<file path="config.mk">
export PLATFORM = sky130hd
export DESIGN_NAME = slr_regs
export DESIGN_NICKNAME = d
export VERILOG_FILES = /design/src/sv/slr_pkg.sv /design/src/sv/slr_regs.sv
export SDC_FILE = /design/constraint.sdc
export NUM_CORES = 1
export LEC_CHECK = 0
export BUFFER_PORTS_ARGS = -buffer_cell sky130_fd_sc_hd__buf_2
export CORE_MARGIN = 2
export CORE_UTILIZATION = 41
export CTS_CLUSTER_SIZE = 8
export DETAILED_ROUTE_END_ITERATION = 8
export HOLD_SLACK_MARGIN = 0.12
export PLACE_DENSITY = 0.87
export SLEW_MARGIN = 30
export SYNTH_ARGS = -nofsm -noshare
export SYNTH_HDL_FRONTEND = slang
export SYNTH_SLANG_ARGS = --single-unit
</file>
<file path="constraint.sdc">
create_clock -name clk_i -period 1.3 [get_ports clk_i]
set_input_delay 0.26 -clock clk_i [delete_from_list [all_inputs] [get_ports clk_i]]
set_output_delay 0.26 -clock clk_i [all_outputs]
set_load 0.01 [all_outputs]
</file>
<file path="src/sv/slr_pkg.sv">
// ----------------------------------------------------------------------------
// slr_pkg: shared types and constants of the scaled line rasteriser
// Register map, item kinds, the control word passed from front end to walker,
// and the fixed widths of the stream fields.
// ----------------------------------------------------------------------------
package slr_pkg;

  localparam int unsigned COORD_BITS_DEF = 16;  // screen coordinate width
  localparam int unsigned FIELD_W        = 16;  // projected and pixel fields
  localparam int unsigned ZOOM_W         = 16;
  localparam int unsigned COLOR_W        = 24;
  localparam int unsigned FRAC_BITS      = 12;  // Q12.4 times Q8.8
  localparam int unsigned CFG_ADDR_W     = 4;
  localparam int unsigned CFG_DATA_W     = 32;
  localparam int unsigned FRONT_STAGES   = 5;
  localparam int unsigned QUEUE_DEPTH    = 8;

  localparam logic [ZOOM_W-1:0] ZOOM_RESET = 16'd256;

  typedef enum logic [1:0] {
    REG_ZOOM    = 2'd0,
    REG_SHIFT_X = 2'd1,
    REG_SHIFT_Y = 2'd2
  } reg_idx_e;

  typedef enum logic {
    ACT_START   = 1'b0,
    ACT_ADVANCE = 1'b1
  } action_e;

  typedef struct packed {
    logic [ZOOM_W-1:0]         zoom;
    logic signed [FIELD_W-1:0] shift_x;
    logic signed [FIELD_W-1:0] shift_y;
  } cfg_t;

  typedef struct packed {
    logic is_start;    // start item, otherwise advance
    logic drawable;    // endpoints differ
    logic major_is_x;
    logic step_down;   // minor axis walks downwards
  } item_ctl_t;

endpackage

</file>
<file path="src/sv/slr_regs.sv">
// ----------------------------------------------------------------------------
// slr_regs: configuration registers
// APB-style register file holding zoom and the two screen shifts.
// ----------------------------------------------------------------------------
module slr_regs (
  input  logic                              clk_i,
  input  logic                              rst_ni,
  input  logic                              psel_i,
  input  logic                              penable_i,
  input  logic                              pwrite_i,
  input  logic [slr_pkg::CFG_ADDR_W-1:0]    paddr_i,
  input  logic [slr_pkg::CFG_DATA_W-1:0]    pwdata_i,
  output logic [slr_pkg::CFG_DATA_W-1:0]    prdata_o,
  output slr_pkg::cfg_t                     cfg_o
);

  localparam int unsigned DW = slr_pkg::CFG_DATA_W;
  localparam int unsigned FW = slr_pkg::FIELD_W;

  slr_pkg::cfg_t    cfg_q, cfg_d;
  slr_pkg::reg_idx_e idx;
  logic             wr_en;

  // pready is tied high, so the access phase always completes
  assign wr_en = psel_i & penable_i & pwrite_i;
  assign idx   = slr_pkg::reg_idx_e'(paddr_i[slr_pkg::CFG_ADDR_W-1:2]);

  always_comb begin
    cfg_d    = cfg_q;
    prdata_o = '0;
    case (idx)
      slr_pkg::REG_ZOOM: begin
        prdata_o = DW'(cfg_q.zoom);
        if (wr_en) cfg_d.zoom = pwdata_i[slr_pkg::ZOOM_W-1:0];
      end
      slr_pkg::REG_SHIFT_X: begin
        prdata_o = DW'(unsigned'(cfg_q.shift_x));
        if (wr_en) cfg_d.shift_x = pwdata_i[FW-1:0];
      end
      slr_pkg::REG_SHIFT_Y: begin
        prdata_o = DW'(unsigned'(cfg_q.shift_y));
        if (wr_en) cfg_d.shift_y = pwdata_i[FW-1:0];
      end
      default: ;
    endcase
  end

  always_ff @(posedge clk_i or negedge rst_ni) begin
    if (!rst_ni) begin
      cfg_q.zoom    <= slr_pkg::ZOOM_RESET;
      cfg_q.shift_x <= '0;
      cfg_q.shift_y <= '0;
    end else begin
      cfg_q <= cfg_d;
    end
  end

  assign cfg_o = cfg_q;

endmodule

</file>
==> metrics.txt <==
status=finished with violations; violated checks=setup timing; vias per std cell=4.84; HP Class=input pin to flop; FMAX=0.709 GHz; hold_sp=pwdata_i[11]; WL final=5.97 mm; reg2reg end=cfg_o[16]$_DFFE_PN0P_; routed len/inst=15.9 um; routed via count=1,821; GRT met1 Usage=25.0%; worst skew pair latency=0.29 ns; Post-Synth Simple-Gate Area=4.47%; ANT cells=0; Die ar.=0.00628 mm2; drt pass-1 iters=4; die width=79.3 um; routability cong.=0.743; syn_area_per_cell=13.2 um2; Hold Path Sink=cfg_o[11]$_DFFE_PN0P_; Routed Antenna Nets=0; Sw Ratio=31.4%; Max H-tree Level=2; clock-pin slew on the worst setup and hold paths=0.09 ns; Synth Register Bits=48; setup violators final=13; sequential group share of total power=42.9%; proportion of synthesized area in mux cells=31.8%; Worst Reg-to-Reg Cells=3; Synth-to-Final Area Change=43.4%; global route total overflow=0; Clock Sinks=48; # rows=27; utilization after layout=60.9%; GR met3 Demand/Resource=4.32%; share of layout cells above drive strength 1=63.5%; r2r setup slk=0.32 ns; Clk network pwr share=18.7%; post-route cell area=0.00333 mm2; DRC violations left=0; core area=0.00547 mm2; Post-Syn Instances=176; setup_tns=-0.449 ns; DRT iter0 DRCs=67; main combinational cell family by area after synthesis=multiplexers; crit path launch type=flop; Synth Area in XOR/XNOR=0%; combinational share of power=38.3%; Pwr Density=1460 mW/mm2; vias in the first global route=1,876; Final Max Tran Viols=0; fill count=445; crit path capture type=output port; IO Port Bufs=86; Root Driver=clkbuf_8; global-route wire length before repair=9.47 mm; busiest grt layer=met2; Worst EP arrival=1.15 ns; met2 Use GR=34.2%; Max Cap Viol=0; reg-to-reg startpoint=cfg_o[16]$_DFFE_PN0P_; final worst clock skew=0 ns; initial core utilization=42.4%; post-synthesis adder-cell area fraction=0%; NetSw=1.53 mW; I/O pin count=121; Largest register FFs=48; WP data required=1.04 ns; post-synthesis cell type count=19; dpl hpwl=4.13 mm; initial antenna violation count=0; pre-CTS WS=-0.208 ns; Final Cycle Share=109%; internal power=3.33 mW; CTS tree=done; largest net degree at the start of global routing=49; gr usage total=19.9%; final hold vios=0; total chip power=4.86 mW; Cell Area, Synth=0.00232 mm2; chip height=79.3 um; placed inst area=0.00299 mm2; Inserted Clock Buffers=5; VDD IR max=0.00105 V; Max Fanout on Critical Path=3; Yosys warnings=0; Pleak=1.77 nW; hold path cells=2; NumNets Final=344; RSZ-0062 raised after global routing=yes; share of the yosys chip area belonging to registers=51.8%; Final WS setup=-0.111 ns; min Tclk post-route=1.41 ns; Compound-Gate Fraction of Synth Area=3.45%; Crit Path Category=flop to output port; clk buf depth=2
==> area by class of cell <==
| class | instances | area, um2 | area share [%] |
|---|---|---|---|
| well taps | 72 | 90.1 | 2.70 |
| clock buffers | 6 | 82.6 | 2.48 |
| clock inverters | 2 | 10.0 | 0.301 |
| flip-flops and latches | 48 | 1200 | 36.1 |
| multi-input cells | 117 | 1080 | 32.5 |
| repair buffers | 131 | 865 | 26.0 |
==> metrics by stage <==
stage	cells	hold WS, ns
after floorplan	191	-0.0356
after global placement	342	0.259
after detailed placement	342	0.262
after CTS	376	0.209
after global routing	376	0.207
final	376	0.218
==> synth_stat cells <==
master | number | share of area (%)
nor3b_2 | 1 | 0.54
mux2_4 | 10 | 6.5
o21ai_0 | 15 | 3.2
dfstp_2 | 1 | 1.1
o21ai_1 | 1 | 0.22
buf_6 | 2 | 0.97
buf_8 | 1 | 0.65
nor3_2 | 1 | 0.43
mux2_2 | 38 | 18
conb_1 | 1 | 0.16
mux2i_1 | 16 | 6.9
dfrtp_1 | 47 | 51
buf_4 | 18 | 5.8
nand3_1 | 1 | 0.22
nand2_1 | 16 | 2.6
or3b_1 | 1 | 0.38
buf_2 | 2 | 0.43
and2b_1 | 1 | 0.32
clkbuf_1 | 3 | 0.48
==> worst max-delay path by stage <==
stage,start,to,cells after the start
finish,cfg_o[40]$_DFFE_PN1P_,prdata_o[8],3
global route,cfg_o[40]$_DFFE_PN1P_,prdata_o[8],3
CTS,cfg_o[40]$_DFFE_PN1P_,prdata_o[8],3
detailed placement,psel_i,cfg_o[22]$_DFFE_PN0P_,5
global placement,pwrite_i,cfg_o[27]$_DFFE_PN0P_,5
floorplan,paddr_i[3],cfg_o[21]$_DFFE_PN0P_,5
==> worst max-delay path, stage by stage (launching register included) <==
cell and delay [ns]:
dfstp_2 0.55, mux2i_1 0.06, o21ai_1 0.11, buf_2 0.14
==> power groups by stage <==
stage	Sequential (mW)	Combinational, mW	Clock (mW)
4_1_cts	2.08	1.83	0.935
6_report	2.09	1.86	0.910
5_1_grt	2.14	2.01	1.01
2_1_floorplan	2.28	0.713	0
3_3_place_gp	2.13	1.46	0
3_5_place_dp	2.16	1.50	0
==> repair_timing <==
action,CTS,global route
pin swaps,0,5
hold buffers,1,0
endpoints found under the setup margin,16,16
setup buffers,25,1
resized for setup,13,16
hold endpoints to repair,47,0
==> layer usage <==
layer | vias to the layer above | part of all wire, %
met5 | - | 0
met1 | 915 | 42
met4 | 0 | 1.7
met2 | 71 | 51
li1 | 827 | -
met3 | 8 | 4.9
==> cell families after synthesis <==
family	count (synthesis)
AO/OA/AOI/OAI	16
buffers and inverters	26
flip-flops	48
multiplexers	64
other	1
AND/OR/NAND/NOR	21
==> cell usage in the layout (no fill, tap or decap), drive strengths merged <==
master,count
buf,130
mux2,48
dfrtp,47
mux2i,16
o21ai,16
conb,16
nand2,16
clkbuf,6
clkinv,2
and2b,1
nand3,1
nor3,1
or3b,1
nor3b,1
dfstp,1
dlygate4sd3,1
No activity file was read; power rests on OpenSTA's default activity.
