File: config.mk
export PLATFORM = sky130hd
export DESIGN_NAME = slr_queue
export DESIGN_NICKNAME = d
export VERILOG_FILES = /design/src/sv/slr_pkg.sv /design/src/sv/slr_queue.sv
export SDC_FILE = /design/constraint.sdc
export NUM_CORES = 1
export LEC_CHECK = 0
export BUFFER_PORTS_ARGS = -buffer_cell sky130_fd_sc_hd__buf_2
export CAP_MARGIN = 30
export CORE_ASPECT_RATIO = 1.25
export CORE_UTILIZATION = 35
export DETAILED_ROUTE_END_ITERATION = 10
export GPL_ROUTABILITY_DRIVEN = 0
export REMOVE_ABC_BUFFERS = 1
export SYNTH_ARGS = -nofsm -noshare
export SYNTH_HDL_FRONTEND = slang
export SYNTH_SLANG_ARGS = --single-unit
File: constraint.sdc
create_clock -name clk_i -period 1.61 [get_ports clk_i]
set_clock_uncertainty 0.2 [all_clocks]
set_input_delay 0.2415 -clock clk_i [delete_from_list [all_inputs] [get_ports clk_i]]
set_output_delay 0.2415 -clock clk_i [all_outputs]
set_load 0.01 [all_outputs]
File: src/sv/slr_pkg.sv
// ----------------------------------------------------------------------------
// slr_pkg: shared types and constants of the scaled line rasteriser
// Register map, item kinds, the control word passed from front end to walker,
// and the fixed widths of the stream fields.
// ----------------------------------------------------------------------------
package slr_pkg;

  localparam int unsigned COORD_BITS_DEF = 16;  // screen coordinate width
  localparam int unsigned FIELD_W        = 16;  // projected and pixel fields
  localparam int unsigned ZOOM_W         = 16;
  localparam int unsigned COLOR_W        = 24;
  localparam int unsigned FRAC_BITS      = 12;  // Q12.4 times Q8.8
  localparam int unsigned CFG_ADDR_W     = 4;
  localparam int unsigned CFG_DATA_W     = 32;
  localparam int unsigned FRONT_STAGES   = 5;
  localparam int unsigned QUEUE_DEPTH    = 8;

  localparam logic [ZOOM_W-1:0] ZOOM_RESET = 16'd256;

  typedef enum logic [1:0] {
    REG_ZOOM    = 2'd0,
    REG_SHIFT_X = 2'd1,
    REG_SHIFT_Y = 2'd2
  } reg_idx_e;

  typedef enum logic {
    ACT_START   = 1'b0,
    ACT_ADVANCE = 1'b1
  } action_e;

  typedef struct packed {
    logic [ZOOM_W-1:0]         zoom;
    logic signed [FIELD_W-1:0] shift_x;
    logic signed [FIELD_W-1:0] shift_y;
  } cfg_t;

  typedef struct packed {
    logic is_start;    // start item, otherwise advance
    logic drawable;    // endpoints differ
    logic major_is_x;
    logic step_down;   // minor axis walks downwards
  } item_ctl_t;

endpackage

File: src/sv/slr_queue.sv
// ----------------------------------------------------------------------------
// slr_queue: decoupling queue
// Small register FIFO between the front end and the walker. The front end's
// credit counter guarantees it never overflows.
// ----------------------------------------------------------------------------
module slr_queue #(
  parameter int unsigned WIDTH = 8,
  parameter int unsigned DEPTH = slr_pkg::QUEUE_DEPTH
) (
  input  logic             clk_i,
  input  logic             rst_ni,
  input  logic             push_i,
  input  logic [WIDTH-1:0] data_i,
  input  logic             pop_i,
  output logic             valid_o,
  output logic [WIDTH-1:0] data_o
);

  localparam int unsigned AW = (DEPTH > 1) ? $clog2(DEPTH) : 1;
  localparam int unsigned CW = $clog2(DEPTH + 1);

  logic [WIDTH-1:0] mem_q [DEPTH];
  logic [AW-1:0]    wr_ptr_q, wr_ptr_d, rd_ptr_q, rd_ptr_d;
  logic [CW-1:0]    count_q, count_d;

  function automatic logic [AW-1:0] next_ptr(input logic [AW-1:0] p);
    return (p == AW'(DEPTH - 1)) ? '0 : p + 1'b1;
  endfunction

  always_comb begin
    wr_ptr_d = push_i ? next_ptr(wr_ptr_q) : wr_ptr_q;
    rd_ptr_d = pop_i  ? next_ptr(rd_ptr_q) : rd_ptr_q;
    count_d  = count_q + CW'(push_i) - CW'(pop_i);
  end

  always_ff @(posedge clk_i or negedge rst_ni) begin
    if (!rst_ni) begin
      wr_ptr_q <= '0;
      rd_ptr_q <= '0;
      count_q  <= '0;
    end else begin
      wr_ptr_q <= wr_ptr_d;
      rd_ptr_q <= rd_ptr_d;
      count_q  <= count_d;
    end
  end

  always_ff @(posedge clk_i) begin
    if (push_i) mem_q[wr_ptr_q] <= data_i;
  end

  assign valid_o = (count_q != '0);
  assign data_o  = mem_q[rd_ptr_q];

endmodule

==> impl_metrics.csv, run 1 <==
group,metric,value,unit
logic_synthesis,synth-xor-area-share,0.578,%
final_layout,register_area,2170,sq um
final_layout,multiInputGateArea,831,sq um
floorplanning,design.core.area,8330,sq um
logic_synthesis,ys_seq_elements,74,
floorplanning,dieArea,9040,sq um
drt,drt-vias-per-instance,4.91,
final_layout,fill_cells,765,
clock_network,cts_buffers,9,
final_layout,postLayoutCellArea,3750,sq um
place,port_buffers,20,
logic_synthesis,yosys-top-cells-area,"edfxtp_1, dfrtp_1, mux4_1",
sta,worst_pin_slew,0.333,ns
drt,drt-initial-drc-count,92,
place,hpwl,3.45,mm
sta,hold_violations,0,
floorplanning,rows,37,
sta,setup_viol_count_final,13,
final_layout,diodes,0,
critical_path,path_class,"flop to primary output",
grt,grt_pass1_vias,1765,
drt,drt_drc_violations_left,0,
drt,wire_per_inst,16.4,microns
drt,vias,1585,
critical_path,cp.required,1.17,ns
critical_path,cp-startpoint,"rd_ptr_q[0]$_DFFE_PN0P_",
sta,slew_headroom,77.6,%
critical_path,r2r-start,"rd_ptr_q[0]$_DFFE_PN0P_",
final_layout,nets,243,
clock_network,cts.sinks,74,
floorplanning,dieHeight,106,microns
clock_network,h-tree-depth,3,
sta,max_clock_freq,466,MHz
outcome,outcome,"finished with violations",
drt,antenna_left,0,
pwr,ir_drop,0.000896,V
sta,maxSlewViolCount,0,
clock_network,path_clk_slew,0.07,ns
critical_path,cpMaxStageDelayCell,"mux4_2",
logic_synthesis,yosysWarnings,0,
logic_synthesis,yosys.area_share.simple,5.74,%
critical_path,path_cells,"buf_8 -> mux4_2 -> nand2_2 -> nand2_1 -> buf_2",
logic_synthesis,synth_seq_area_share,71.7,%
logic_synthesis,yosysUniqueCellTypes,22,
critical_path,start_kind,"flop",
clock_network,clk-insertion-delay-late,0.34,ns
logic_synthesis,muxShareOfSynthArea,14.4,%
grt,grt_first_pass_wirelength,8.69,mm
logic_synthesis,avgSynthCellArea,18.4,sq um
grt,grt.overflow.total,0,
pwr,power_density,1730,nW/um^2
grt,grt_max_degree,19,
logic_synthesis,synth_top_family_by_area,"multiplexers",
logic_synthesis,synth_top_area_share,63.4,%
clock_network,root_buffer,"clkbuf_8",
critical_path,critPathMaxFanout,7,
pwr,p_leak,1.38,nW
critical_path,slowest_delay,0.50,ns
job,maxCapViolations,0,
min_path,hp-class,"primary input to flop",
logic_synthesis,synthAdderAreaFrac,4.38,%
floorplanning,pin_count,21,
logic_synthesis,synthCells,165,
floorplanning,start_util,36.4,%
min_path,min_from,"push_i",
place,pre_cts_slack,-0.243,ns
sta,fin_crit,2.15,ns
place,place_area,3370,sq um
final_layout,area.growth.synth_to_final,23.8,%
critical_path,endpoint_kind,"primary output",
logic_synthesis,synth_compound_area_share,0.743,%
final_layout,drive_above_1_share,42.9,%
sta,rsz0062_at_grt,"yes",
drt,dr.pass1.iters,4,
clock_network,clk_path_buf_depth,2,
sta,fin_crit_sh,133,%
logic_synthesis,synth_top_area_cell,"edfxtp_1",
logic_synthesis,syn_area,3030,sq um
grt,grt_antenna_before_repair,0,
sta,fin_ws,-0.538,ns
drt,routed_wl,5.31,mm
floorplanning,fp.dieW,85.2,microns
clock_network,tritoncts,"done",
grt,grt.total_usage,13.5,%
critical_path,arrival,1.71,ns
outcome,violations,"negative setup slack",
-- final cells by class --
type | instances | share of cell area, %
flip-flops and latches | 74 | 57.9
multi-input cells | 78 | 22.1
repair buffers | 50 | 10.7
clock buffers | 9 | 3.30
well taps | 97 | 3.23
clock inverters | 7 | 1.87
inverters | 8 | 0.800
-- sequential cells by signal, indices dropped and copies added (netlist names) --
register,cells
mem_q,64
count_q,4
rd_ptr_q,3
wr_ptr_q,3
-- placed cells by master (no fill, tap or decap), drive strengths merged, types with 3 or more instances in the layout --
| master | netlist | final |
|---|---|---|
| clkbuf | 0 | 9 |
| dlygate4sd3 | 0 | 9 |
| mux4 | 16 | 16 |
| clkinvlp | 0 | 4 |
| nand2 | 27 | 27 |
| ha | 9 | 9 |
| buf | 5 | 41 |
| inv | 7 | 7 |
| clkinv | 1 | 3 |
| mux2 | 4 | 4 |
| edfxtp | 64 | 64 |
| dfrtp | 10 | 10 |
| nor2 | 8 | 8 |
-- cells in the mapped netlist --
master / n
a21o_1: 1
a21oi_1: 1
buf_12: 1
buf_2: 3
buf_6: 1
clkinv_1: 1
dfrtp_1: 10
edfxtp_1: 64
fa_1: 1
ha_1: 9
inv_1: 7
mux2_2: 4
mux4_1: 8
mux4_2: 8
nand2_1: 27
nand2b_1: 2
nand3_1: 1
nand3b_1: 2
nor2_1: 8
nor3_1: 2
o21ai_0: 2
xor2_1: 2
-- layer usage --
layer / global-route usage (%) / vias up / part of all wire, %
met1: 14.6 / 809 / 40
met4: 7.99 / 0 / 3.0
met2: 24.0 / 24 / 55
li1: - / 737 / -
met3: 2.80 / 15 / 2.5
met5: 0 / - / 0
-- worst max-delay path: cells and delay by family (launching register included) --
| family | cells | cell delay (ns) |
|---|---|---|
| and+or+nand+nor | 2 | 0.14 |
| buffers and inverters | 2 | 0.29 |
| DFF | 1 | 0.44 |
| muxes | 1 | 0.50 |
-- report_power, final --
group / switching (mW) / internal, mW / total, mW
clock network: 0.655 / 0.708 / 1.36
logic: 1.18 / 1.30 / 2.48
registers: 0.183 / 2.47 / 2.65
-- what timing repair did --
item | in CTS | in global routing
setup buffers | 2 | 1
pin swaps | 10 | 8
hold endpoints to repair | 73 | 0
resized for setup | 20 | 15
hold buffers | 9 | 0
gates cloned | 1 | 0
endpoints found under the setup margin | 15 | 23
-- logic make-up after synthesis --
| group | Yosys count |
|---|---|
| AO/OA/AOI/OAI | 4 |
| XOR/XNOR | 2 |
| adder cells (fa/ha/maj) | 10 |
| buffers and inverters | 13 |
| flip-flops | 74 |
| multiplexers | 20 |
| AND/OR/NAND/NOR | 42 |
-- final timing paths --
| check | endpoint | cells past startpoint | slack, ns |
|---|---|---|---|
| max | data_o[7] | 5 | -0.54 |
| min | wr_ptr_q[1]$_DFFE_PN0P_ | 2 | 0.03 |
| max reg2reg | rd_ptr_q[2]$_DFFE_PN0P_ | 6 | -0.24 |
| min reg2reg | wr_ptr_q[2]$_DFFE_PN0P_ | 1 | 0.38 |
| max in group asynchronous | rd_ptr_q[0]$_DFFE_PN0P_ | 2 | 0.91 |
| min in group asynchronous | count_q[3]$_DFF_PN0_ | 2 | 0.08 |
-- stage by stage --
step	cells	utilization, %	hold WS, ns	TNS [ns]	total power, mW
final	323	45.0	0.0260	-4.69	6.49
after global routing	323	45.0	0.0449	-5.70	6.95
after CTS	323	45.0	0.0148	-4.98	6.55
after detailed placement	295	40.4	-0.0750	-2.11	4.83
after global placement	295	40.4	-0.0756	-1.97	4.79
after floorplan	160	-	-0.254	-5.63	3.96
Power figures use the tool's default switching activity.
==> run 2, diff against run 1 <==
clock period = 1.8 ns   (was 1.61 ns; I/O delays follow)
==> run 2 against run 1 <==
Compared with the run above:
- the flow still finishes with violations (negative setup slack)
- final cell count fell by 4.3%
- sequential power fell by 11%
- routed wire length fell by 2.7%
- global-route usage fell by 0.32 points
- critical path type unchanged
==> impl_metrics.csv, run 2 (synthesis results as in run 1) <==
group,metric,value,unit
outcome,outcome,"finished with violations",
outcome,violations,"negative setup slack",
floorplanning,dieHeight,106,microns
final_layout,area.growth.synth_to_final,19.9,%
grt,grt_first_pass_wirelength,8.46,mm
critical_path,critPathMaxFanout,5,
drt,drt_drc_violations_left,0,
sta,worst_pin_slew,0.327,ns
final_layout,largest_reg_flops,64,
sta,rsz0062_at_grt,"yes",
final_layout,reg_top3,"mem_q (64), count_q (4)",
floorplanning,dieArea,9040,sq um
grt,grt_pass1_vias,1638,
sta,hold_violations,0,
pwr,power_density,1630,nW/um^2
floorplanning,design.core.area,8330,sq um
floorplanning,rows,37,
grt,grt_max_degree,19,
drt,drt-vias-per-instance,4.92,
final_layout,nets,231,
floorplanning,pin_count,21,
clock_network,root_buffer,"clkbuf_8",
sta,setup_viol_count_final,8,
critical_path,start_kind,"flop",
sta,whs,0.00945,ns
final_layout,drive_above_1_share,37.7,%
clock_network,path_clk_slew,0.08,ns
clock_network,tritoncts,"done",
drt,drt-initial-drc-count,87,
grt,grt_antenna_before_repair,0,
clock_network,clk-insertion-delay-late,0.33,ns
clock_network,cts_buffers,9,
drt,dr.pass1.iters,4,
clock_network,clk_path_buf_depth,2,
place,hpwl,3.36,mm
drt,antenna_left,0,
sta,max_clock_freq,456,MHz
drt,routed_wl,5.16,mm
floorplanning,start_util,36.4,%
grt,grt.total_usage,13.1,%
critical_path,endpoint_kind,"primary output",
drt,wire_per_inst,16.7,microns
final_layout,layout_commonest_cell,"edfxtp_1",
sta,maxSlewViolCount,0,
drt,vias,1519,
sta,fin_crit,2.19,ns
critical_path,cp.required,1.33,ns
final_layout,diodes,0,
pwr,p_leak,1.35,nW
job,maxCapViolations,0,
critical_path,arrival,1.72,ns
grt,grt.overflow.total,0,
place,port_buffers,20,
final_layout,mostFrequentLayoutCells,"edfxtp_1, nand2_1, buf_2",
pwr,p_total,5.91,mW
sta,slew_headroom,78.1,%
min_path,hp-class,"primary input to flop",
sta,fin_crit_sh,122,%
sta,fin_ws,-0.391,ns
pwr,ir_drop,0.000700,V
critical_path,r2r_slack,0.05,ns
clock_network,h-tree-depth,3,
clock_network,cts.sinks,74,
critical_path,path_class,"flop to primary output",
final_layout,regMostFlops,"mem_q",
floorplanning,fp.dieW,85.2,microns
run 2: changes by cell type in the layout (fill, tap and decap cells not counted), sizes merged:
cell | previous run | this run
dlygate4sd3 | 9 | 1
buf | 41 | 36
bufinv | 1 | 3
clkinv | 3 | 1
clkinvlp | 4 | 2
clkbuf | 9 | 10
run 2: power breakdown:
part           total [mW]  internal [mW]  switching [mW]  leakage (nW)
clock                1.46          0.905           0.557         0.107
sequential           2.36           2.21           0.154         0.699
combinational        2.09           1.10           0.990         0.547
run 2: final timing paths:
check	cells after the start	endpoint	from
setup / recovery	5	data_o[1]	rd_ptr_q[0]$_DFFE_PN0P_
hold reg to reg	1	wr_ptr_q[2]$_DFFE_PN0P_	wr_ptr_q[2]$_DFFE_PN0P_
max in group asynchronous	2	rd_ptr_q[0]$_DFFE_PN0P_	rst_ni
setup reg to reg	5	rd_ptr_q[2]$_DFFE_PN0P_	rd_ptr_q[0]$_DFFE_PN0P_
hold / removal	1	mem_q[3][0]$_DFFE_PP_	data_i[0]
min in group asynchronous	2	count_q[3]$_DFF_PN0_	rst_ni
run 2: final cells by class:
type / count / area, sq um
fillers: 761 / 4700
clock buffers: 9 / 124
well taps: 97 / 121
multi-input cells: 78 / 772
flip-flops and latches: 74 / 2170
repair buffers: 38 / 307
inverters: 8 / 30.0
clock inverters: 5 / 105
run 2: what timing repair did:
| action | 4_1_cts | 5_1_grt |
|---|---|---|
| gates cloned | 0 | 1 |
| endpoints found under the setup margin | 8 | 9 |
| hold endpoints to repair | 10 | 0 |
| hold buffers | 1 | 0 |
| buffers inserted | 0 | 1 |
| gates resized for setup | 5 | 17 |
| pin swaps | 3 | 10 |
run 2: through the flow:
step	cells	area (sq um)	worst slack, ns	setup TNS (ns)	utilization, %
2_1_floorplan	160	2980	-0.264	-2.19	-
3_3_place_gp	292	3340	-0.0780	-0.483	40.1
3_5_place_dp	292	3340	-0.0825	-0.483	40.1
4_1_cts	307	3560	-0.456	-3.23	42.8
5_1_grt	309	3630	-0.465	-3.63	43.6
6_report	309	3630	-0.391	-3.02	43.6
run 2: critical path, stage by stage (launching register included):
cell and delay [ns]:
dfrtp_2 0.46, clkbuf_16 0.18, mux4_2 0.50, nand2_2 0.08, nand2_2 0.05, buf_6 0.11
run 2: routing by layer:
layer  vias to the layer above  GRT usage, %  part of all wire, %
li1                        708             -                    -
met1                       776          15.7                   44
met2                        26          21.9                   51
met3                         9          3.18                  2.9
met4                         0          6.90                  2.0
met5                         -             0                    0
