[src/sv/slr_pkg.sv]
// ----------------------------------------------------------------------------
// slr_pkg: shared types and constants of the scaled line rasteriser
// Register map, item kinds, the control word passed from front end to walker,
// and the fixed widths of the stream fields.
// ----------------------------------------------------------------------------
package slr_pkg;

  localparam int unsigned COORD_BITS_DEF = 16;  // screen coordinate width
  localparam int unsigned FIELD_W        = 16;  // projected and pixel fields
  localparam int unsigned ZOOM_W         = 16;
  localparam int unsigned COLOR_W        = 24;
  localparam int unsigned FRAC_BITS      = 12;  // Q12.4 times Q8.8
  localparam int unsigned CFG_ADDR_W     = 4;
  localparam int unsigned CFG_DATA_W     = 32;
  localparam int unsigned FRONT_STAGES   = 5;
  localparam int unsigned QUEUE_DEPTH    = 8;

  localparam logic [ZOOM_W-1:0] ZOOM_RESET = 16'd256;

  typedef enum logic [1:0] {
    REG_ZOOM    = 2'd0,
    REG_SHIFT_X = 2'd1,
    REG_SHIFT_Y = 2'd2
  } reg_idx_e;

  typedef enum logic {
    ACT_START   = 1'b0,
    ACT_ADVANCE = 1'b1
  } action_e;

  typedef struct packed {
    logic [ZOOM_W-1:0]         zoom;
    logic signed [FIELD_W-1:0] shift_x;
    logic signed [FIELD_W-1:0] shift_y;
  } cfg_t;

  typedef struct packed {
    logic is_start;    // start item, otherwise advance
    logic drawable;    // endpoints differ
    logic major_is_x;
    logic step_down;   // minor axis walks downwards
  } item_ctl_t;

endpackage

[src/sv/slr_back.sv]
// ----------------------------------------------------------------------------
// slr_back: Bresenham walker
// Holds the active line, takes one queued item per cycle while the output
// register is empty or being taken, and emits at most one pixel into it.
// ----------------------------------------------------------------------------
module slr_back #(
  parameter int unsigned COORD_BITS = slr_pkg::COORD_BITS_DEF
) (
  input  logic                                clk_i,
  input  logic                                rst_ni,
  input  logic                                q_valid_i,
  input  slr_pkg::item_ctl_t                  q_ctl_i,
  input  logic signed [COORD_BITS-1:0]        q_x0_i,
  input  logic signed [COORD_BITS-1:0]        q_y0_i,
  input  logic [COORD_BITS:0]                 q_major_delta_i,
  input  logic signed [COORD_BITS+2:0]        q_err0_i,
  input  logic signed [COORD_BITS+2:0]        q_inc_pos_i,
  input  logic signed [COORD_BITS+2:0]        q_inc_neg_i,
  input  logic [slr_pkg::COLOR_W-1:0]         q_color_i,
  output logic                                q_pop_o,
  output logic                                out_valid_o,
  input  logic                                out_ready_i,
  output logic [slr_pkg::FIELD_W-1:0]         out_x_o,
  output logic [slr_pkg::FIELD_W-1:0]         out_y_o,
  output logic [slr_pkg::COLOR_W-1:0]         out_color_o,
  output logic                                out_last_o
);

  localparam int unsigned W     = COORD_BITS;
  localparam int unsigned ERR_W = W + 3;
  localparam int unsigned FW    = slr_pkg::FIELD_W;

  // walker state
  logic                        active_q, active_d;
  logic signed [W-1:0]         cur_x_q, cur_x_d, cur_y_q, cur_y_d;
  logic signed [ERR_W-1:0]     err_q, err_d, incp_q, incp_d, incn_q, incn_d;
  logic                        mx_q, mx_d, sd_q, sd_d;
  logic [W:0]                  left_q, left_d;
  logic [slr_pkg::COLOR_W-1:0] color_q, color_d;

  // output register
  logic                        ov_q, ov_d;
  logic [FW-1:0]               ox_q, ox_d, oy_q, oy_d;
  logic [slr_pkg::COLOR_W-1:0] oc_q, oc_d;
  logic                        ol_q, ol_d;

  // step sources and results
  logic                    src_start;
  logic signed [W-1:0]     sx, sy, nx, ny, maj_c, min_c, maj_n, min_n;
  logic signed [ERR_W-1:0] se, sp, sn, ne;
  logic                    smx, ssd;

  assign q_pop_o   = q_valid_i & (~ov_q | out_ready_i);
  assign src_start = q_ctl_i.is_start;

  // one Bresenham step from either the new line or the running one
  always_comb begin
    sx    = src_start ? q_x0_i            : cur_x_q;
    sy    = src_start ? q_y0_i            : cur_y_q;
    se    = src_start ? q_err0_i          : err_q;
    sp    = src_start ? q_inc_pos_i       : incp_q;
    sn    = src_start ? q_inc_neg_i       : incn_q;
    smx   = src_start ? q_ctl_i.major_is_x : mx_q;
    ssd   = src_start ? q_ctl_i.step_down  : sd_q;
    maj_c = smx ? sx : sy;
    min_c = smx ? sy : sx;
    maj_n = maj_c + 1'b1;
    if (!se[ERR_W-1]) begin
      min_n = ssd ? (min_c - 1'b1) : (min_c + 1'b1);
      ne    = se + sp;
    end else begin
      min_n = min_c;
      ne    = se + sn;
    end
    nx = smx ? maj_n : min_n;
    ny = smx ? min_n : maj_n;
  end

  always_comb begin
    active_d = active_q;
    cur_x_d  = cur_x_q;
    cur_y_d  = cur_y_q;
    err_d    = err_q;
    incp_d   = incp_q;
    incn_d   = incn_q;
    mx_d     = mx_q;
    sd_d     = sd_q;
    left_d   = left_q;
    color_d  = color_q;
    ov_d     = ov_q & ~out_ready_i;
    ox_d     = ox_q;
    oy_d     = oy_q;
    oc_d     = oc_q;
    ol_d     = ol_q;
    if (q_pop_o) begin
      if (src_start) begin
        active_d = 1'b0;   // any running line is dropped
        if (q_ctl_i.drawable) begin
          ov_d     = 1'b1;
          ox_d     = FW'(q_x0_i);
          oy_d     = FW'(q_y0_i);
          oc_d     = q_color_i;
          ol_d     = 1'b0;
          active_d = 1'b1;
          color_d  = q_color_i;
          mx_d     = q_ctl_i.major_is_x;
          sd_d     = q_ctl_i.step_down;
          incp_d   = q_inc_pos_i;
          incn_d   = q_inc_neg_i;
          left_d   = q_major_delta_i;
          cur_x_d  = nx;
          cur_y_d  = ny;
          err_d    = ne;
        end
      end else if (active_q) begin
        ov_d = 1'b1;
        ox_d = FW'(cur_x_q);
        oy_d = FW'(cur_y_q);
        oc_d = color_q;
        if (left_q == (W+1)'(1)) begin
          ol_d     = 1'b1;
          active_d = 1'b0;
          left_d   = '0;
        end else begin
          ol_d    = 1'b0;
          left_d  = left_q - 1'b1;
          cur_x_d = nx;
          cur_y_d = ny;
          err_d   = ne;
        end
      end
    end
  end

  always_ff @(posedge clk_i or negedge rst_ni) begin
    if (!rst_ni) begin
      active_q <= 1'b0;
      ov_q     <= 1'b0;
    end else begin
      active_q <= active_d;
      ov_q     <= ov_d;
    end
  end

  always_ff @(posedge clk_i) begin
    cur_x_q <= cur_x_d;
    cur_y_q <= cur_y_d;
    err_q   <= err_d;
    incp_q  <= incp_d;
    incn_q  <= incn_d;
    mx_q    <= mx_d;
    sd_q    <= sd_d;
    left_q  <= left_d;
    color_q <= color_d;
    ox_q    <= ox_d;
    oy_q    <= oy_d;
    oc_q    <= oc_d;
    ol_q    <= ol_d;
  end

  assign out_valid_o = ov_q;
  assign out_x_o     = ox_q;
  assign out_y_o     = oy_q;
  assign out_color_o = oc_q;
  assign out_last_o  = ol_q;

endmodule

[config.mk]
export PLATFORM = sky130hd
export DESIGN_NAME = slr_back
export DESIGN_NICKNAME = d
export VERILOG_FILES = /design/src/sv/slr_pkg.sv /design/src/sv/slr_back.sv
export SDC_FILE = /design/constraint.sdc
export NUM_CORES = 1
export LEC_CHECK = 0
export ABC_AREA = 1
export BUFFER_PORTS_ARGS = -buffer_cell sky130_fd_sc_hd__buf_4
export CAP_MARGIN = 15
export CORE_MARGIN = 2
export CORE_UTILIZATION = 35
export DETAILED_ROUTE_END_ITERATION = 16
export PLACE_DENSITY = 0.62
export SYNTH_ARGS = -nofsm -noshare
export SYNTH_HDL_FRONTEND = slang
export SYNTH_SLANG_ARGS = --single-unit
[constraint.sdc]
create_clock -name clk_i -period 9.5 [get_ports clk_i]
set_clock_uncertainty 0.2 [all_clocks]
set_input_delay 1.425 -clock clk_i [delete_from_list [all_inputs] [get_ports clk_i]]
set_output_delay 1.425 -clock clk_i [all_outputs]
set_load 0.02 [all_outputs]
==> flow_metrics.py, run 1 <==
metrics = {
    "status": {
        "status": "finished, final reports clean",
    },
    "floorplan": {
        "num_rows": 64,
        "die_y_um": 180.1,
        "core_mm2": 0.03059,
        "start_util_pct": 35.50,
        "ios": 197,
        "die_x_um": 180.1,
        "die_area_mm2": 0.03245,
    },
    "drt": {
        "vias_per_cell": 4.820,
        "first_pass_iters": 7,
        "post_drt_wl_per_cell_um": 14.81,
        "ant_nets": 0,
        "vias": 8643,
        "drtIter0Drc": 616,
        "routed_wl_um": 26550,
        "drc": 0,
    },
    "yosys": {
        "synth_nets": 1385,
        "yosysMostFrequentCell": "nand2_1",
        "yosysTopAreaCellShare_pct": 52.27,
        "yosys-top-cells-count": "412 x nand2_1, 189 x edfxtp_1, 97 x inv_1",
        "synth-edff-count": 189,
        "synth_area_leaders": "edfxtp_1 52%, nand2_1 14%, ha_1 4.0%, inv_1 3.4%, o21ai_0 3.2%",
        "synth_ff_type": "edfxtp_1",
        "synthCells": 1210,
        "avgSynthCellArea_um2": 8.973,
        "ys_ff_latch": 191,
        "yosysWarnings": 0,
        "yosys.area.top_type": "edfxtp_1",
        "synth_cell_types": 41,
        "async_reset_ff_share_pct": 1.047,
        "synth_area_mm2": 0.01086,
        "seq_area_frac_synth_pct": 52.73,
    },
    "clock_tree": {
        "cts_tree": "done",
        "cts_sinks": 191,
        "root_buffer": "clkbuf_16",
        "post_cts_buffers": 0,
        "insertion_delay_ps": 450,
        "cts_buffer_depth": 2,
        "cts_max_level": 4,
        "cts_repair_resize_count": 0,
        "numCtsBuffers": 17,
        "clk_transition_reported_paths_ps": 90,
        "cts_hold_buf": 0,
    },
    "worst_setup_path": {
        "end_kind": "flop",
        "worstRegToRegCells": 14,
        "r2r-start": "err_q[18]",
        "worstSetupPathType": "in -> reg",
        "crit_required_ps": 9510,
        "r2r_slack_ps": 5580,
        "cp-endpoint": "err_q[12]",
        "crit_start": "q_ctl_i[3]",
        "critical_path_arrival_ps": 5690,
        "critPathLaunchType": "primary input",
        "worstReg2RegEnd": "err_q[12]",
        "cp_max_fo": 86,
    },
    "run": {
        "max_cap_violations": 0,
    },
    "global_routing": {
        "grt_pass1_vias": 8403,
        "grt_max_degree": 87,
        "overflow": 0,
        "gr-usage-all-layers_pct": 16.56,
        "antenna_found_initial": 2,
        "grt_pass1_wl_um": 43270,
    },
    "pwr": {
        "power_uw": 2284,
        "swShare_pct": 30.69,
        "seqPwrFrac_pct": 44.6,
        "irDropWorstVdd_mv": 0.1179,
        "power_density_mw_per_mm2": 172.1,
        "combinationalPowerShare_pct": 22.5,
        "p_int_uw": 1583,
        "pwr-share-clk_pct": 32.9,
        "p_leak_uw": 0.005790,
        "p_switching_uw": 700.9,
    },
    "place": {
        "place_area_mm2": 0.01265,
        "place_ws_ps": 3302,
        "gp_congestion": 0.8376,
        "dpl.hpwl_um": 19130,
        "io_buffers": 196,
        "dpl.cell_count": 1760,
    },
    "timing": {
        "rsz0062_at_grt": "no",
        "max_freq_mhz": 175.9,
        "slew_headroom_pct": 25.98,
        "hold_viol": 0,
        "fin_ws_ps": 3816,
        "fin_crit_ps": 5684,
        "slew_viol_final": 0,
        "post-route-period-util_pct": 59.83,
        "worst_pin_slew_ps": 1108,
        "tns_ps": 0,
        "finalSetupViolations": 0,
    },
    "layout": {
        "stdcell_area_mm2": 0.01327,
        "instances_no_fill": 1793,
        "fin_nets": 1558,
        "layout-drive-gt1-share_pct": 20.20,
        "area_delta_synth_final_pct": 22.18,
    },
    "worst_hold_path": {
        "holdCritPathClass": "reg -> reg",
    },
}
[stage by stage]
step | hold slack (ps) | util (%)
after floorplan | 244.3 | -
after global placement | 261.2 | 41.28
after detailed placement | 267.0 | 41.34
after CTS | 286.3 | 43.36
after global routing | 302.5 | 43.37
final | 289.7 | 43.37
[power groups by stage]
stage / combinational, uW / sequential (uW) / clock, uW
6_report: 514 / 1020 / 751
5_1_grt: 585 / 1020 / 802
4_1_cts: 519 / 1020 / 766
3_5_place_dp: 516 / 1040 / 0
3_3_place_gp: 506 / 1040 / 0
2_1_floorplan: 338 / 1060 / 0
[worst min path at each step]
stage | start | to | slack (ps) | cells past startpoint
finish | active_q | active_q | 290 | 2
detailed placement | active_q | active_q | 270 | 2
CTS | active_q | active_q | 290 | 2
global route | active_q | active_q | 300 | 2
global placement | active_q | active_q | 260 | 2
floorplan | active_q | active_q | 240 | 2
[cells in the final DEF (no fill, tap or decap), types with 21 or more instances in the layout]
| cell type | instances |
|---|---|
| or2_2 | 22 |
| ha_1 | 35 |
| nand3_1 | 56 |
| nor2_1 | 85 |
| nand2_1 | 411 |
| o211ai_1 | 21 |
| xor2_1 | 30 |
| buf_4 | 202 |
| a21oi_1 | 26 |
| inv_1 | 96 |
| edfxtp_1 | 189 |
| o21ai_0 | 69 |
[kinds of logic after synthesis]
group / share of synthesized area (%)
AO/OA/AOI/OAI: 10.38
XOR/XNOR: 3.872
adder cells (fa/ha/maj): 4.402
buffers and inverters: 5.842
flip-flops: 52.73
AND/OR/NAND/NOR: 22.77
[worst max-delay path: stages]
cell and delay (ps):
buf_4 600, inv_4 380, nand2_1 150, nand2_1 640
buf_4 490, o31ai_1 220, ha_1 210, inv_1 60
fa_1 400, inv_1 70, nand3_1 60, nand2_1 110
a21oi_1 120, o21ai_0 360, a21oi_1 140, xnor2_1 150
[per-layer routing]
layer / GRT usage (%) / vias up / share of wire [%]
met4: 4.290 / 2 / 1.4
li1: - / 4418 / -
met2: 27.51 / 218 / 47
met5: 0 / - / 0.049
met1: 22.16 / 3981 / 46
met3: 3.355 / 24 / 4.8
[registers in the layout (all words and copies together), names as in the netlist]
name and flops:
color_q 24, out_x_o 16, active_q 1, out_last_o 1, mx_q 1, incp_q 19
sd_q 1, err_q 19, cur_y_q 16, incn_q 19, out_y_o 16, out_color_o 24
out_valid_o 1, left_q 17, cur_x_q 16
[cell type report]
| cell class | instances | area (um^2) |
|---|---|---|
| antenna | 1 | 2.502 |
| clock buffer | 17 | 425.4 |
| clock inverter | 15 | 191.4 |
| fill | 3043 | 17320 |
| inverter | 99 | 374.1 |
| multi-input combinational | 871 | 4516 |
| sequential | 191 | 5725 |
| tap | 396 | 495.5 |
| timing repair buffer | 203 | 1536 |
Power figures use the tool's default switching activity.
==> run 2: changes to the inputs <==
Clock period 9.5 ns to 5.7 ns, I/O delays scaled along.
==> run 2 against run 1 <==
Final cell count is 0.17% higher. Sequential share of layout area about the same. Core utilization barely moved. Largest power group unchanged. Critical endpoint is now cur_y_q[13]. Global-route usage rose by 0.56 points. Sequential power rose by 67%. Register-to-register slack lost 3400 ps. Combinational power increased by 67%.
==> flow_metrics.py, run 2 (same netlist as run 1, synthesis figures left out) <==
metrics = {
    "status": {
        "status": "finished, final reports clean",
    },
    "worst_setup_path": {
        "cp_slowest_cell": "buf_4",
        "worstSetupPathType": "in -> reg",
        "crit_required_ps": 5700,
        "critical_path_arrival_ps": 4100,
        "end_kind": "flop",
        "critPathLaunchType": "primary input",
        "cp_cell_sequence": "buf_4, inv_4, nand2_1, nand2_2, buf_4, o21ai_0, ha_1, inv_1, o21bai_1, a21oi_1, a21boi_0, nand2_1, nand2_1, nand3_1, nand3_1, nand2_1",
        "r2r-start": "mx_q",
        "crit_start": "q_ctl_i[3]",
        "cp_max_fo": 40,
        "path_common_cell": "nand2_1",
        "slowest_delay_ps": 430,
    },
    "layout": {
        "fin_nets": 1562,
        "layout-drive-gt1-share_pct": 20.36,
        "final_cell_mix": "410 x nand2_1, 205 x buf_4, 189 x edfxtp_1, 96 x inv_1, 85 x nor2_1",
        "area_delta_synth_final_pct": 22.26,
        "final_common_cell": "nand2_1",
        "final_core_util_pct": 43.40,
        "n_antenna_cell": 0,
    },
    "floorplan": {
        "start_util_pct": 35.50,
        "core_mm2": 0.03059,
        "die_x_um": 180.1,
        "die_y_um": 180.1,
        "num_rows": 64,
        "ios": 197,
        "die_area_mm2": 0.03245,
    },
    "clock_tree": {
        "post_cts_buffers": 0,
        "cts_hold_buf": 1,
        "cts_repair_resize_count": 0,
        "numCtsBuffers": 17,
        "clk_transition_reported_paths_ps": 80,
        "insertion_delay_ps": 440,
        "cts_buffer_depth": 2,
        "cts_sinks": 191,
        "cts_max_level": 4,
        "root_buffer": "clkbuf_16",
        "cts_tree": "done",
    },
    "drt": {
        "ant_nets": 0,
        "first_pass_iters": 5,
        "vias_per_cell": 4.846,
        "vias": 8704,
        "drtIter0Drc": 571,
        "drc": 0,
        "routed_wl_um": 27090,
        "post_drt_wl_per_cell_um": 15.08,
    },
    "global_routing": {
        "grt_pass1_wl_um": 44440,
        "grt_max_degree": 125,
        "gr-usage-all-layers_pct": 17.12,
        "overflow": 0,
        "antenna_found_initial": 0,
        "grt_pass1_vias": 8623,
    },
    "timing": {
        "slew_viol_final": 0,
        "holdWs_ps": 292.3,
        "hold_viol": 0,
        "slew_headroom_pct": 31.25,
        "rsz0062_at_grt": "no",
        "worst_pin_slew_ps": 1031,
        "post-route-period-util_pct": 71.92,
        "fin_crit_ps": 4099,
        "finalSetupViolations": 0,
        "tns_ps": 0,
        "max_freq_mhz": 243.9,
    },
    "run": {
        "max_cap_violations": 0,
    },
    "worst_hold_path": {
        "holdCritPathClass": "reg -> reg",
        "worstHoldStart": "active_q",
    },
    "pwr": {
        "power_density_mw_per_mm2": 285.3,
        "irDropWorstVdd_mv": 0.1872,
        "p_leak_uw": 0.005804,
        "power_uw": 3788,
    },
    "place": {
        "io_buffers": 196,
        "dpl.hpwl_um": 19340,
        "gp_congestion": 0.8695,
    },
}
==> run 2: final cells by class <==
type | count | area, um^2
inverter | 99 | 374.1
tap | 396 | 495.5
timing repair buffer | 207 | 1569
fill | 3039 | 17310
clock buffer | 17 | 425.4
sequential | 191 | 5725
multi-input combinational | 871 | 4518
clock inverter | 15 | 167.7
==> run 2: critical path, delay by kind of cell <==
| kind | cells | cell delay, ps |
|---|---|---|
| AOI/OAI and AO/OA | 4 | 730 |
| adders and majority gates | 1 | 380 |
| buffers and inverters | 4 | 1120 |
| and+or+nand+nor | 7 | 950 |
==> run 2: path summary, 6_finish.rpt <==
path	end	slack (ps)	cells after the start
max	cur_y_q[13]	1600	16
min	active_q	290	2
max reg2reg	cur_y_q[13]	2170	15
min reg2reg	active_q	290	2
max in group asynchronous	active_q	4650	2
min in group asynchronous	out_valid_o	560	2
==> run 2: layer usage <==
layer	vias up	track usage [%]	wire length [um]	part of all wire (%)
met4	0	5.871	579	2.1
li1	4425	-	-	-
met3	37	3.052	1254	4.6
met1	4025	22.55	12390	46
met2	217	28.48	12870	48
met5	-	0	0	0
==> run 2: through the flow <==
step / cells / setup slack, ps / area, um^2
finish: 1796 / 1601 / 13280
detailed placement: 1763 / 1123 / 12670
CTS: 1796 / 1583 / 13280
global placement: 1763 / 1153 / 12670
global route: 1796 / 1199 / 13280
floorplan: 1210 / 840.3 / 10870
==> run 2: report_power, final <==
group          switching, uW  leakage [uW]  total (uW)  internal [uW]
Combinational            526       0.00374         857            331
Sequential              25.3       0.00177        1700           1670
Clock                    606      0.000290        1230            628
==> run 3: changes to the inputs <==
Settings changed: PLACE_DENSITY 0.62 to 0.64.
Clock period 5.7 ns to 3.6 ns, I/O delays scaled along.
==> run 3 against run 2 <==
Sequential power up 58%. Hold slack worse by 220 ps. Sequential cell count unchanged. Critical path depth unchanged. Die area unchanged. Core utilization up 1.3 points. Final cell count up 2.5%. Cell area up 3.1%. Critical endpoint is now cur_x_q[14].
==> flow_metrics.py, run 3 (same netlist as run 1, synthesis figures left out) <==
metrics = {
    "drt": {
        "first_pass_iters": 5,
        "routed_wl_um": 27250,
        "post_drt_wl_per_cell_um": 14.80,
        "vias": 8890,
        "drtIter0Drc": 663,
        "ant_nets": 0,
        "vias_per_cell": 4.829,
        "drc": 0,
    },
    "timing": {
        "fin_ws_ps": 425.9,
        "rsz0062_at_grt": "no",
        "slew_viol_final": 0,
        "finalSetupViolations": 0,
        "worst_pin_slew_ps": 542.8,
        "fin_crit_ps": 3174,
        "hold_viol": 0,
        "slew_headroom_pct": 63.43,
        "post-route-period-util_pct": 88.17,
        "max_freq_mhz": 315.0,
    },
    "global_routing": {
        "grt_max_degree": 75,
        "antenna_found_initial": 2,
        "overflow": 0,
        "gr-usage-all-layers_pct": 16.95,
        "grt_pass1_wl_um": 44350,
        "grt_pass1_vias": 8688,
    },
    "floorplan": {
        "num_rows": 64,
        "core_mm2": 0.03059,
        "die_x_um": 180.1,
        "die_area_mm2": 0.03245,
        "ios": 197,
        "die_y_um": 180.1,
        "start_util_pct": 35.50,
    },
    "place": {
        "place_ws_ps": -19.84,
        "io_buffers": 196,
        "dpl.hpwl_um": 20150,
        "dpl.cell_count": 1807,
        "gp_congestion": 0.8796,
    },
    "worst_setup_path": {
        "path_common_cell": "nor2_1",
        "worstSetupPathType": "reg -> reg",
        "crit_required_ps": 3600,
        "slowest_delay_ps": 430,
        "cp_slowest_cell": "edfxtp_1",
        "cp_cell_sequence": "inv_1, nand2_1, nand2_2, buf_12, o21ai_0, buf_4, ha_1, a21oi_1, nor2_1, nor2_1, nor2_1, nor2_1, a21o_1, nand3_1, nand3_1, nand2_1",
        "critPathLaunchType": "flop",
        "critPathTopFamily": "simple AND/OR/NAND/NOR gates",
        "critical_path_arrival_ps": 3170,
        "cp_max_fo": 38,
        "path_buf_inv": 3,
        "end_kind": "flop",
    },
    "clock_tree": {
        "cts_hold_buf": 1,
        "clk_transition_reported_paths_ps": 80,
        "cts_sinks": 191,
        "cts_tree": "done",
        "cts_buffer_depth": 2,
        "post_cts_buffers": 0,
        "cts_repair_resize_count": 0,
        "insertion_delay_ps": 440,
        "root_buffer": "clkbuf_16",
        "numCtsBuffers": 17,
        "cts_max_level": 4,
    },
    "pwr": {
        "power_density_mw_per_mm2": 439.3,
        "p_leak_uw": 0.006038,
        "irDropWorstVdd_mv": 0.2951,
    },
    "layout": {
        "seq_area_mm2": 0.005725,
        "final_cell_mix": "409 x nand2_1, 243 x buf_4, 189 x edfxtp_1, 96 x inv_1, 85 x nor2_1",
        "final_common_cell": "nand2_1",
        "fin_nets": 1606,
        "instances_no_fill": 1841,
        "area_delta_synth_final_pct": 26.05,
        "nFillCells": 2975,
        "multi_input_area_mm2": 0.004537,
        "layout-drive-gt1-share_pct": 22.92,
    },
    "status": {
        "status": "finished, final reports clean",
    },
    "run": {
        "max_cap_violations": 0,
    },
    "worst_hold_path": {
        "holdCritPathClass": "in -> reg",
    },
}
run 3: metrics by stage:
stage | cell area, um^2 | hold slack, ps | TNS (ps) | power, uW | util (%)
after detailed placement | 13100 | 129.1 | -19.84 | 4199 | 42.83
after CTS | 13680 | 51.25 | 0 | 6082 | 44.74
after floorplan | 10910 | 44.41 | -22070 | 3681 | -
after global placement | 13100 | 128.3 | 0 | 4181 | 42.83
final | 13690 | 70.85 | 0 | 6013 | 44.74
after global routing | 13690 | 50.10 | 0 | 6350 | 44.74
run 3: area by class of cell:
type | instances | share of cell area [%]
inverter | 99 | 2.761
sequential | 191 | 41.83
clock inverter | 14 | 1.060
multi-input combinational | 871 | 33.15
timing repair buffer | 251 | 14.43
antenna | 1 | 0.01828
tap | 396 | 3.620
clock buffer | 18 | 3.136
run 3: worst paths after layout:
kind,from,endpoint,slack (ps),cells past startpoint
setup / recovery,mx_q,cur_x_q[14],430,16
hold / removal,q_inc_pos_i[2],incp_q[2],70,1
setup reg to reg,mx_q,cur_x_q[14],430,16
hold reg to reg,color_q[20],out_color_o[20],310,2
max in group asynchronous,rst_ni,active_q,2880,2
min in group asynchronous,rst_ni,out_valid_o,240,2
run 3: where the power goes:
part	switching (uW)	internal, uW	total [uW]
clock	940	925	1860
combinational	853	607	1460
sequential	41.6	2650	2690
total	1830	4180	6010
run 3: per-layer routing:
metal	up-vias	GRT usage, %	wire length, um
met5	-	0	13
met4	2	5.355	388
met3	28	3.335	1393
met2	214	27.16	12610
met1	4132	23.20	12840
li1	4514	-	-
